File: config.mk
export PLATFORM = sky130hd
export DESIGN_NAME = length_prefixed_frame_deframer_core
export DESIGN_NICKNAME = d
export VERILOG_FILES = /design/src/rtl/lpfd_pkg.sv /design/src/rtl/lpfd_cfg.sv /design/src/rtl/lpfd_parse.sv /design/src/rtl/lpfd_out.sv /design/src/rtl/length_prefixed_frame_deframer_core.sv
export SDC_FILE = /design/constraint.sdc
export NUM_CORES = 1
export LEC_CHECK = 0
export ABC_AREA = 1
export BUFFER_PORTS_ARGS = -buffer_cell sky130_fd_sc_hd__buf_2
export CORE_MARGIN = 2
export CORE_UTILIZATION = 52
export CTS_BUF_LIST = sky130_fd_sc_hd__clkbuf_8
export DETAILED_ROUTE_END_ITERATION = 6
export PLACE_DENSITY = 0.7
export SYNTH_ARGS = -nofsm -noshare
export SYNTH_HDL_FRONTEND = slang
export SYNTH_SLANG_ARGS = --single-unit
File: constraint.sdc
create_clock -name clk -period 6.95 [get_ports clk]
set_input_delay 0.695 -clock clk [delete_from_list [all_inputs] [get_ports clk]]
set_output_delay 0.695 -clock clk [all_outputs]
set_load 0.1 [all_outputs]
File: src/rtl/lpfd_pkg.sv
// Shared types, codes and reset values for the length-prefixed frame deframer.
package lpfd_pkg;

	localparam int unsigned HDR_BYTES = 8;
	localparam int unsigned CNT_W     = 3;

	// Deframer phase codes
	localparam logic [1:0] PH_HEADER  = 2'd0;
	localparam logic [1:0] PH_PAYLOAD = 2'd1;
	localparam logic [1:0] PH_HALT    = 2'd2;

	// Error kinds
	localparam logic [1:0] ERR_NONE   = 2'd0;
	localparam logic [1:0] ERR_MAGIC  = 2'd1;
	localparam logic [1:0] ERR_CODE   = 2'd2;
	localparam logic [1:0] ERR_LENGTH = 2'd3;

	// Configuration register indexes
	localparam logic [1:0] CFG_EXPECTED_MAGIC = 2'd0;
	localparam logic [1:0] CFG_MAX_CODE       = 2'd1;
	localparam logic [1:0] CFG_MAX_LENGTH     = 2'd2;

	localparam logic [15:0] MAGIC_RESET      = 16'h4878;
	localparam logic [15:0] MAX_CODE_RESET   = 16'd100;
	localparam logic [31:0] MAX_LENGTH_RESET = 32'd10000000;

	typedef struct packed {
		logic [15:0] expected_magic;
		logic [15:0] max_code;
		logic [31:0] max_length;
	} cfg_t;

	typedef struct packed {
		logic [7:0]  payload_byte;
		logic        byte_present;
		logic [15:0] frame_code;
		logic        frame_last;
		logic [1:0]  error_kind;
	} result_t;

endpackage

File: src/rtl/lpfd_cfg.sv
// Configuration register file of the deframer.
module lpfd_cfg (
	input  logic                clk,
	input  logic                arst_n,
	input  logic                cfg_we,
	input  logic [1:0]          cfg_index,
	input  logic [31:0]         cfg_data,
	output lpfd_pkg::cfg_t      cfg
);
	import lpfd_pkg::*;

	logic [15:0] magic_q;
	logic [15:0] max_code_q;
	logic [31:0] max_length_q;

	always_ff @(posedge clk or negedge arst_n) begin
		if (!arst_n) begin
			magic_q      <= MAGIC_RESET;
			max_code_q   <= MAX_CODE_RESET;
			max_length_q <= MAX_LENGTH_RESET;
		end else if (cfg_we) begin
			case (cfg_index)
				CFG_EXPECTED_MAGIC: magic_q      <= cfg_data[15:0];
				CFG_MAX_CODE:       max_code_q   <= cfg_data[15:0];
				CFG_MAX_LENGTH:     max_length_q <= cfg_data;
				default: ;
			endcase
		end
	end

	assign cfg.expected_magic = magic_q;
	assign cfg.max_code       = max_code_q;
	assign cfg.max_length     = max_length_q;

endmodule

File: src/rtl/lpfd_parse.sv
// Input register, header collection, header checks and payload tracking.
module lpfd_parse (
	input  logic                clk,
	input  logic                arst_n,
	input  logic                in_valid,
	output logic                in_stall,
	input  logic [7:0]          rx_byte,
	input  lpfd_pkg::cfg_t      cfg,
	input  logic                res_take,
	output logic                res_valid,
	output lpfd_pkg::result_t   res
);
	import lpfd_pkg::*;

	logic        valid_s1;
	logic [7:0]  byte_s1;
	logic        advance;

	logic [1:0]       phase_q, phase_d;
	logic [55:0]      shift_q, shift_d;
	logic [CNT_W-1:0] count_q, count_d;
	logic [31:0]      rem_q, rem_d;
	logic [15:0]      code_q, code_d;

	logic [63:0] full;
	logic [15:0] hdr_magic;
	logic [15:0] hdr_code;
	logic [31:0] hdr_len;
	logic [1:0]  hdr_err;
	logic [31:0] rem_dec;

	assign advance  = valid_s1 && res_take;
	assign in_stall = valid_s1 && !res_take;

	always_ff @(posedge clk or negedge arst_n) begin
		if (!arst_n) begin
			valid_s1 <= 1'b0;
		end else if (in_valid && !in_stall) begin
			valid_s1 <= 1'b1;
		end else if (advance) begin
			valid_s1 <= 1'b0;
		end
	end

	always_ff @(posedge clk) begin
		if (in_valid && !in_stall) begin
			byte_s1 <= rx_byte;
		end
	end

	assign full      = {shift_q, byte_s1};
	assign hdr_magic = full[63:48];
	assign hdr_code  = full[47:32];
	assign hdr_len   = full[31:0];
	assign rem_dec   = (rem_q == 32'd0) ? 32'd0 : rem_q - 32'd1;

	// Checks in priority order: magic, code, length
	always_comb begin
		if (hdr_magic != cfg.expected_magic) begin
			hdr_err = ERR_MAGIC;
		end else if (hdr_code > cfg.max_code) begin
			hdr_err = ERR_CODE;
		end else if (hdr_len > cfg.max_length) begin
			hdr_err = ERR_LENGTH;
		end else begin
			hdr_err = ERR_NONE;
		end
	end

	always_comb begin
		phase_d   = phase_q;
		shift_d   = shift_q;
		count_d   = count_q;
		rem_d     = rem_q;
		code_d    = code_q;
		res_valid = 1'b0;
		res       = '0;
		if (advance) begin
			case (phase_q)
				PH_HEADER: begin
					if (count_q != CNT_W'(HDR_BYTES - 1)) begin
						shift_d = {shift_q[47:0], byte_s1};
						count_d = count_q + CNT_W'(1);
					end else begin
						shift_d = '0;
						count_d = '0;
						if (hdr_err != ERR_NONE) begin
							phase_d        = PH_HALT;
							res_valid      = 1'b1;
							res.error_kind = hdr_err;
						end else begin
							code_d = hdr_code;
							if (hdr_len == 32'd0) begin
								// empty frame: one last result, no data
								res_valid      = 1'b1;
								res.frame_code = hdr_code;
								res.frame_last = 1'b1;
							end else begin
								rem_d   = hdr_len;
								phase_d = PH_PAYLOAD;
							end
						end
					end
				end
				PH_PAYLOAD: begin
					rem_d            = rem_dec;
					res_valid        = 1'b1;
					res.payload_byte = byte_s1;
					res.byte_present = 1'b1;
					res.frame_code   = code_q;
					res.frame_last   = (rem_dec == 32'd0);
					if (rem_dec == 32'd0) begin
						phase_d = PH_HEADER;
					end
				end
				default: ; // halted: drop the item
			endcase
		end
	end

	always_ff @(posedge clk or negedge arst_n) begin
		if (!arst_n) begin
			phase_q <= PH_HEADER;
			shift_q <= '0;
			count_q <= '0;
			rem_q   <= '0;
			code_q  <= '0;
		end else begin
			phase_q <= phase_d;
			shift_q <= shift_d;
			count_q <= count_d;
			rem_q   <= rem_d;
			code_q  <= code_d;
		end
	end

endmodule

File: src/rtl/lpfd_out.sv
// Result register feeding the output channel.
module lpfd_out (
	input  logic                clk,
	input  logic                arst_n,
	input  logic                res_valid,
	input  lpfd_pkg::result_t   res,
	output logic                res_take,
	output logic                out_valid,
	input  logic                out_stall,
	output logic [7:0]          payload_byte,
	output logic                byte_present,
	output logic [15:0]         frame_code,
	output logic                frame_last,
	output logic [1:0]          error_kind
);
	import lpfd_pkg::*;

	logic    valid_q;
	result_t res_q;

	// slot frees when empty or when the held item leaves this cycle
	assign res_take = !valid_q || !out_stall;

	always_ff @(posedge clk or negedge arst_n) begin
		if (!arst_n) begin
			valid_q <= 1'b0;
		end else if (res_valid) begin
			valid_q <= 1'b1;
		end else if (!out_stall) begin
			valid_q <= 1'b0;
		end
	end

	always_ff @(posedge clk) begin
		if (res_valid) begin
			res_q <= res;
		end
	end

	assign out_valid    = valid_q;
	assign payload_byte = res_q.payload_byte;
	assign byte_present = res_q.byte_present;
	assign frame_code   = res_q.frame_code;
	assign frame_last   = res_q.frame_last;
	assign error_kind   = res_q.error_kind;

endmodule

File: src/rtl/length_prefixed_frame_deframer_core.sv
// Length-prefixed frame deframer: top level.
// An accepted byte goes to the input register; its result is then held in the result register.
// Throughput: one byte per cycle while out_stall is low; the header and payload logic closes
// in one pass per byte.
// Bytes after an error and header bytes but the last of a bad or zero-length one give no result.
// Reset (arst_n low, asynchronous) empties both registers, restarts header collection,
// clears the halt and loads the default magic and limits.
module length_prefixed_frame_deframer_core (
	input  logic        clk,
	input  logic        arst_n,
	input  logic        in_valid,
	output logic        in_stall,
	input  logic [7:0]  rx_byte,
	output logic        out_valid,
	input  logic        out_stall,
	output logic [7:0]  payload_byte,
	output logic        byte_present,
	output logic [15:0] frame_code,
	output logic        frame_last,
	output logic [1:0]  error_kind,
	input  logic        cfg_we,
	input  logic [1:0]  cfg_index,
	input  logic [31:0] cfg_data
);
	import lpfd_pkg::*;

	cfg_t    cfg;
	result_t res;
	logic    res_valid;
	logic    res_take;

	lpfd_cfg u_cfg (
		.clk       (clk),
		.arst_n    (arst_n),
		.cfg_we    (cfg_we),
		.cfg_index (cfg_index),
		.cfg_data  (cfg_data),
		.cfg       (cfg)
	);

	lpfd_parse u_parse (
		.clk       (clk),
		.arst_n    (arst_n),
		.in_valid  (in_valid),
		.in_stall  (in_stall),
		.rx_byte   (rx_byte),
		.cfg       (cfg),
		.res_take  (res_take),
		.res_valid (res_valid),
		.res       (res)
	);

	lpfd_out u_out (
		.clk          (clk),
		.arst_n       (arst_n),
		.res_valid    (res_valid),
		.res          (res),
		.res_take     (res_take),
		.out_valid    (out_valid),
		.out_stall    (out_stall),
		.payload_byte (payload_byte),
		.byte_present (byte_present),
		.frame_code   (frame_code),
		.frame_last   (frame_last),
		.error_kind   (error_kind)
	);

endmodule
# After elaboration in Yosys (flattened, before gate mapping)
# Index checks and enable logic that the tools add are counted.
# W data, S select, Z words.
[totals]
wordCells = 90
regBits = 211
out_inout_bits = 30
input_bits = 47
[classes]
bitwise = 4
order_cmp = 2
n_addsub = 2
n_mux = 30
n_reduce_logical = 25
eq_ne = 11
[ops]
columns = ["operator", "count"]
rows = [
  ["$mux W32", 4],
  ["$logic_not A32 Y1", 3],
  ["$pmux W32 S2", 1],
  ["$mux W56", 1],
  ["$mux W17", 2],
  ["$pmux W17 S2", 1],
  ["$gt A32 B32 Y1", 1],
  ["$sub A32 B1 Y32 const B", 1],
  ["$mux W19", 1],
  ["$gt A16 B16 Y1", 1],
  ["$mux W2", 8],
  ["$ne A16 B16 Y1", 1],
  ["$reduce_and A2 Y1", 5],
  ["$reduce_and A5 Y1", 2],
  ["$mux W1", 9],
  ["$ne A2 B2 Y1 const B", 3],
  ["$reduce_bool A2 Y1", 3],
  ["$eq A2 B1 Y1 const B", 2],
  ["$logic_not A1 Y1", 4],
  ["$logic_not A2 Y1", 2],
  ["$ne A2 B1 Y1 const B", 2],
  ["$not A1 Y1", 4],
  ["$pmux W2 S2", 1],
  ["$reduce_and A4 Y1", 1],
  ["9 further kinds", 11],
]

# Depth between registers and ports, before layout
[logic_depth]
ltp_word = 10
depth_mapped = 19
ltp_nobuf = 18

# Cells and area by module
# A second synthesis with hierarchy kept.
[unflattened]
hier_cells = 1420
area_unflattened_um2 = 11423.5
[by_module_without_submodules]
columns = ["mod", "cells_each", "area_per_inst_um2", "n_inst", "seq_area_each_um2"]
rows = [
  ["lpfd_parse", 1103, 7902.6, 1, 2992.9],
  ["lpfd_cfg", 285, 2638.8, 1, 1622.8],
  ["lpfd_out", 32, 882.1, 1, 865.8],
]

# Worst setup path before layout
# OpenSTA, ideal clock, no wires.
[synth_timing]
path_type = "flip-flop to output port"
start = "register u_out.valid_q, in the netlist u_out.out_valid"
end = "output port in_stall"
path_stages_with_launch = 3
path_slack_ps = 3837
t_arrival_ps = 2418
required_ps = 6255
path_buffers = 0
path_cell_list = "dfrtp_1 -> nand2_1 -> nor2_1"
[synth_between]
elab_chain_cells = 4
[synth_lines]
columns = ["element", "line", "rtl"]
rows = [
  ["from (decl)", "lpfd_out.sv:18", "logic valid_q;"],
  ["from (signal assigned)", "lpfd_out.sv:26", "valid_q <= 1'b0;"],
  ["from (signal assigned)", "lpfd_out.sv:28", "valid_q <= 1'b1;"],
  ["from (signal assigned)", "lpfd_out.sv:30", "valid_q <= 1'b0;"],
  ["$logic_not A1 Y1", "lpfd_out.sv:22", "assign res_take = !valid_q || !out_stall;"],
  ["$logic_or A1 B1 Y1", "lpfd_out.sv:22", ""],
  ["$logic_not A1 Y1", "lpfd_parse.sv:33", "assign in_stall = valid_s1 && !res_take;"],
  ["$logic_and A1 B1 Y1", "lpfd_parse.sv:33", ""],
  ["to (decl)", "length_prefixed_frame_deframer_core.sv:12", "output logic in_stall,"],
]
# Every way passes these cells.

# Worst setup path in the final report
[layout_timing]
start = "register u_cfg.max_length_q[23]"
end = "register u_out.res_q (netlist bit u_out.frame_code[8]) (enable)"
[layout_between]
elab_chain_cells = 9
[layout_lines]
columns = ["element", "line", "rtl"]
rows = [
  ["from (decl)", "lpfd_cfg.sv:14", "logic [31:0] max_length_q;"],
  ["from (signal assigned)", "lpfd_cfg.sv:25", "CFG_MAX_LENGTH: max_length_q <= cfg_data;"],
  ["$gt A32 B32 Y1", "lpfd_parse.sv:63", "end else if (hdr_len > cfg.max_length) begin"],
  ["$mux W2", "lpfd_parse.sv:63", ""],
  ["$mux W2", "lpfd_parse.sv:61", "end else if (hdr_code > cfg.max_code) begin"],
  ["$mux W2", "lpfd_parse.sv:59", "if (hdr_magic != cfg.expected_magic) begin"],
  ["$reduce_bool A2 Y1", "lpfd_parse.sv:87", "if (hdr_err != ERR_NONE) begin"],
  ["$mux W1", "lpfd_parse.sv:87", ""],
  ["$mux W1", "lpfd_parse.sv:81", "if (count_q != CNT_W'(HDR_BYTES - 1)) begin"],
  ["$pmux W1 S2", "lpfd_parse.sv:79", "case (phase_q)"],
  ["$mux W1", "lpfd_parse.sv:78", "if (advance) begin"],
  ["named net res_valid", "length_prefixed_frame_deframer_core.sv:29", "logic res_valid;"],
  ["to (signal assigned)", "lpfd_out.sv:36", "res_q <= res;"],
  ["to (decl)", "lpfd_out.sv:19", "result_t res_q;"],
]
# The timed path passes the listed nets, and every way through them passes these cells.
# A chain may end at the register's enable or synchronous reset.

==> run summary <==
R2R cell count = 11
CORE AREA = 20400 sq um
Clock transition at path regs = 0.05 ns
Slew headroom = 19.5%
Post-route worst setup slack = 3.38 ns
Worst R2R Setup Slack = 3.38 ns
FP Rows = 52
Worst Setup EP = u_out.frame_code[8]$_SDFFCE_PN0P_
Pwr per Cell Area = 375 nW/um^2
Synth-to-layout area growth = 12.3%
F_max = 0.280 GHz
CTS root buf = clkbuf_8
Detailed Routing Iterations Pass 1 = 5
Min-Delay Path Class = primary input to async pin
GR Overflow Total = 0
Hold-fix buffers, CTS = 0
Final #Nets = 1468
Synth Warn # = 0
IO Count = 77
Tmin final = 3.57 ns
Commonest non-fill, non-tap cell in the layout = nand2_1
Skew-Pair Late Insertion Delay = 0.54 ns
Non-filler cells, final = 1670
Die X = 149 um
Worst slew pin tran = 1.21 ns
Die Ht = 149 um
Largest net degree at the start of global routing = 97
First-pass GRT wire length = 45.8 mm
RSZ-0062 raised after global routing = no
Initial Util = 53.5%
Port buffer count = 76
Synthesized net count = 1393
Hold Fails Final Rpt = 0
Lkg Pwr = 6.10 nW
Htree depth = 2
N_diodes = 0
Top-area cell type share of the netlist area = 36.3%
Synth Instances = 1295
WL/cell = 16.8 um
Crit-path max FO = 28
Via count = 9001
Initial antenna violation count = 0
Overall Power = 4.58 mW
CTS sink count = 211
Req. time, crit path = 6.96 ns
CTS buffer count = 39
Post-Place Cells = 1599
Final worst-path cycle share = 51.4%
Endpoints failing setup = 0
Register area share after synthesis = 50.3%
Area leader, netlist = dfrtp_1
Synth cell types = 43
Vias in the first global route = 8553
CP startpoint kind = register
Worst VDD drop = 0.194 mV
Hpwl dp = 20.4 mm
Post-Route WL = 28.1 mm
WHS = 0.216 ns
Critical Path Sink Type = register
CTS tree = built
Synth Cell Area = 10900 sq um
Slew Viols, Final = 0
Routed Antenna Nets = 0
Kind of critical path = register to register
Most frequent cells in the layout = 273 x nand2_1, 188 x inv_1, 158 x dfrtp_1, 122 x nor2_1, 100 x o21ai_0
Max Root-Sink Buffers = 3
Vias per inst = 5.39
Mean Syn Cell Area = 8.41 sq um
Crit. Startpoint = u_cfg.max_length_q[23]$_DFFE_PN1P_
Outcome = complete, no violations
Ranking of synthesized cells by area = dfrtp_1 36%, edfxtp_1 9.9%, nand2_1 9.4%, inv_1 5.9%, ha_1 5.9%
DR DRC count = 0
Max Cap Violations = 0
Setup Buffers After CTS = 0
Post-place setup slack = 3.45 ns
R2r endpoint = u_out.frame_code[8]$_SDFFCE_PN0P_
Critical R2R Launch = u_cfg.max_length_q[23]$_DFFE_PN1P_
Clock Skew = 0.0317 ns
Post_cts resized = 0
Initial DRC count = 853
GRT Total Usage = 26.4%
#FFs+latches synth = 211
GPL Wtd Cong = 0.945
Setup TNS = 0 ns
CP arrival = 3.58 ns
Die area = 22100 sq um
Share of layout cells above drive strength 1 = 13.3%
## state kept, by name (all words and copies together), names as in the netlist
signal              flops
u_parse.phase_q         2
u_parse.count_q         3
u_parse.shift_q        56
u_parse.byte_s1         8
u_out.error_kind        2
u_parse.rem_q          32
u_out.out_valid         1
u_cfg.max_length_q     32
u_parse.code_q         16
u_parse.valid_s1        1
u_out.byte_present      1
u_cfg.max_code_q       16
u_cfg.magic_q          16
u_out.frame_last        1
u_out.payload_byte      8
u_out.frame_code       16
## where the power goes
group | internal [mW] | switching (mW)
clock | 0.625 | 0.519
combinational | 0.529 | 1.11
sequential | 1.53 | 0.260
## worst max-delay path: stages, from the launching register on
cell,delay (ns)
dfstp_2,0.52
inv_1,0.05
ha_1,0.30
nand2_1,0.08
nor2_1,0.16
nand2_1,0.08
nor3_2,0.23
nand4_1,0.18
nand2_1,0.16
nand3_2,0.17
o21ai_0,0.38
nand2_1,0.74
## stage by stage
step	instance area [sq um]	utilization, %
after floorplan	10900	-
after global placement	11500	56.3
after detailed placement	11500	56.3
after CTS	12200	60.0
after global routing	12200	60.0
final	12200	60.0
## logic make-up after synthesis
kind of cell	share of synthesized area (%)
AND/OR/NAND/NOR	20.3
adder cells (fa/ha/maj)	5.86
flip-flops	50.3
AO/OA/AOI/OAI	14.1
buffers and inverters	7.95
XOR/XNOR	1.45
## layer usage
metal	vias up	track usage (%)	routed length [um]
met4	0	7.62	658
li1	4432	-	-
met2	319	39.1	12000
met1	4198	39.6	13400
met3	52	5.46	2130
met5	-	0	0
## area by class of cell
type                    instances  area (sq um)
repair buffers                 80           417
clock buffers                  48           661
inverters                     176           663
multi-input cells             862          4560
fillers                      1839          8140
clock inverters                23           100
flip-flops and latches        211          5480
well taps                     270           338
## synth_stat cells, drive strengths merged
library cell / count
a211oi: 1
a21o: 1
a21oi: 68
a31oi: 5
buf: 17
clkbuf: 29
clkinv: 2
dfrtp: 158
dfstp: 17
edfxtp: 36
ha: 51
inv: 174
nand2: 279
nand3: 70
nand3b: 1
nand4: 17
nor2: 139
nor3: 6
nor4: 3
o21a: 18
o21ai: 125
o21bai: 5
o22ai: 52
o31ai: 1
or2: 2
xnor2: 3
xor2: 15
## how the worst min path moves through the flow
stage                                         startpoint                             end  slack, ns  depth (start not counted)
after global routing                          rx_byte[3]    u_parse.byte_s1[3]$_DFFE_PP_       0.31                          1
after CTS                                         arst_n   u_parse.rem_q[26]$_DFFE_PN0P_       0.30                          1
final                                             arst_n   u_parse.rem_q[25]$_DFFE_PN0P_       0.22                          1
after detailed placement  u_parse.count_q[2]$_DFFE_PN0P_  u_parse.count_q[2]$_DFFE_PN0P_       0.47                          2
after global placement    u_parse.count_q[1]$_DFFE_PN0P_  u_parse.count_q[1]$_DFFE_PN0P_       0.46                          2
after floorplan                                   arst_n    u_cfg.magic_q[0]$_DFFE_PN0P_       0.40                          0
Power figures use the tool's default switching activity.
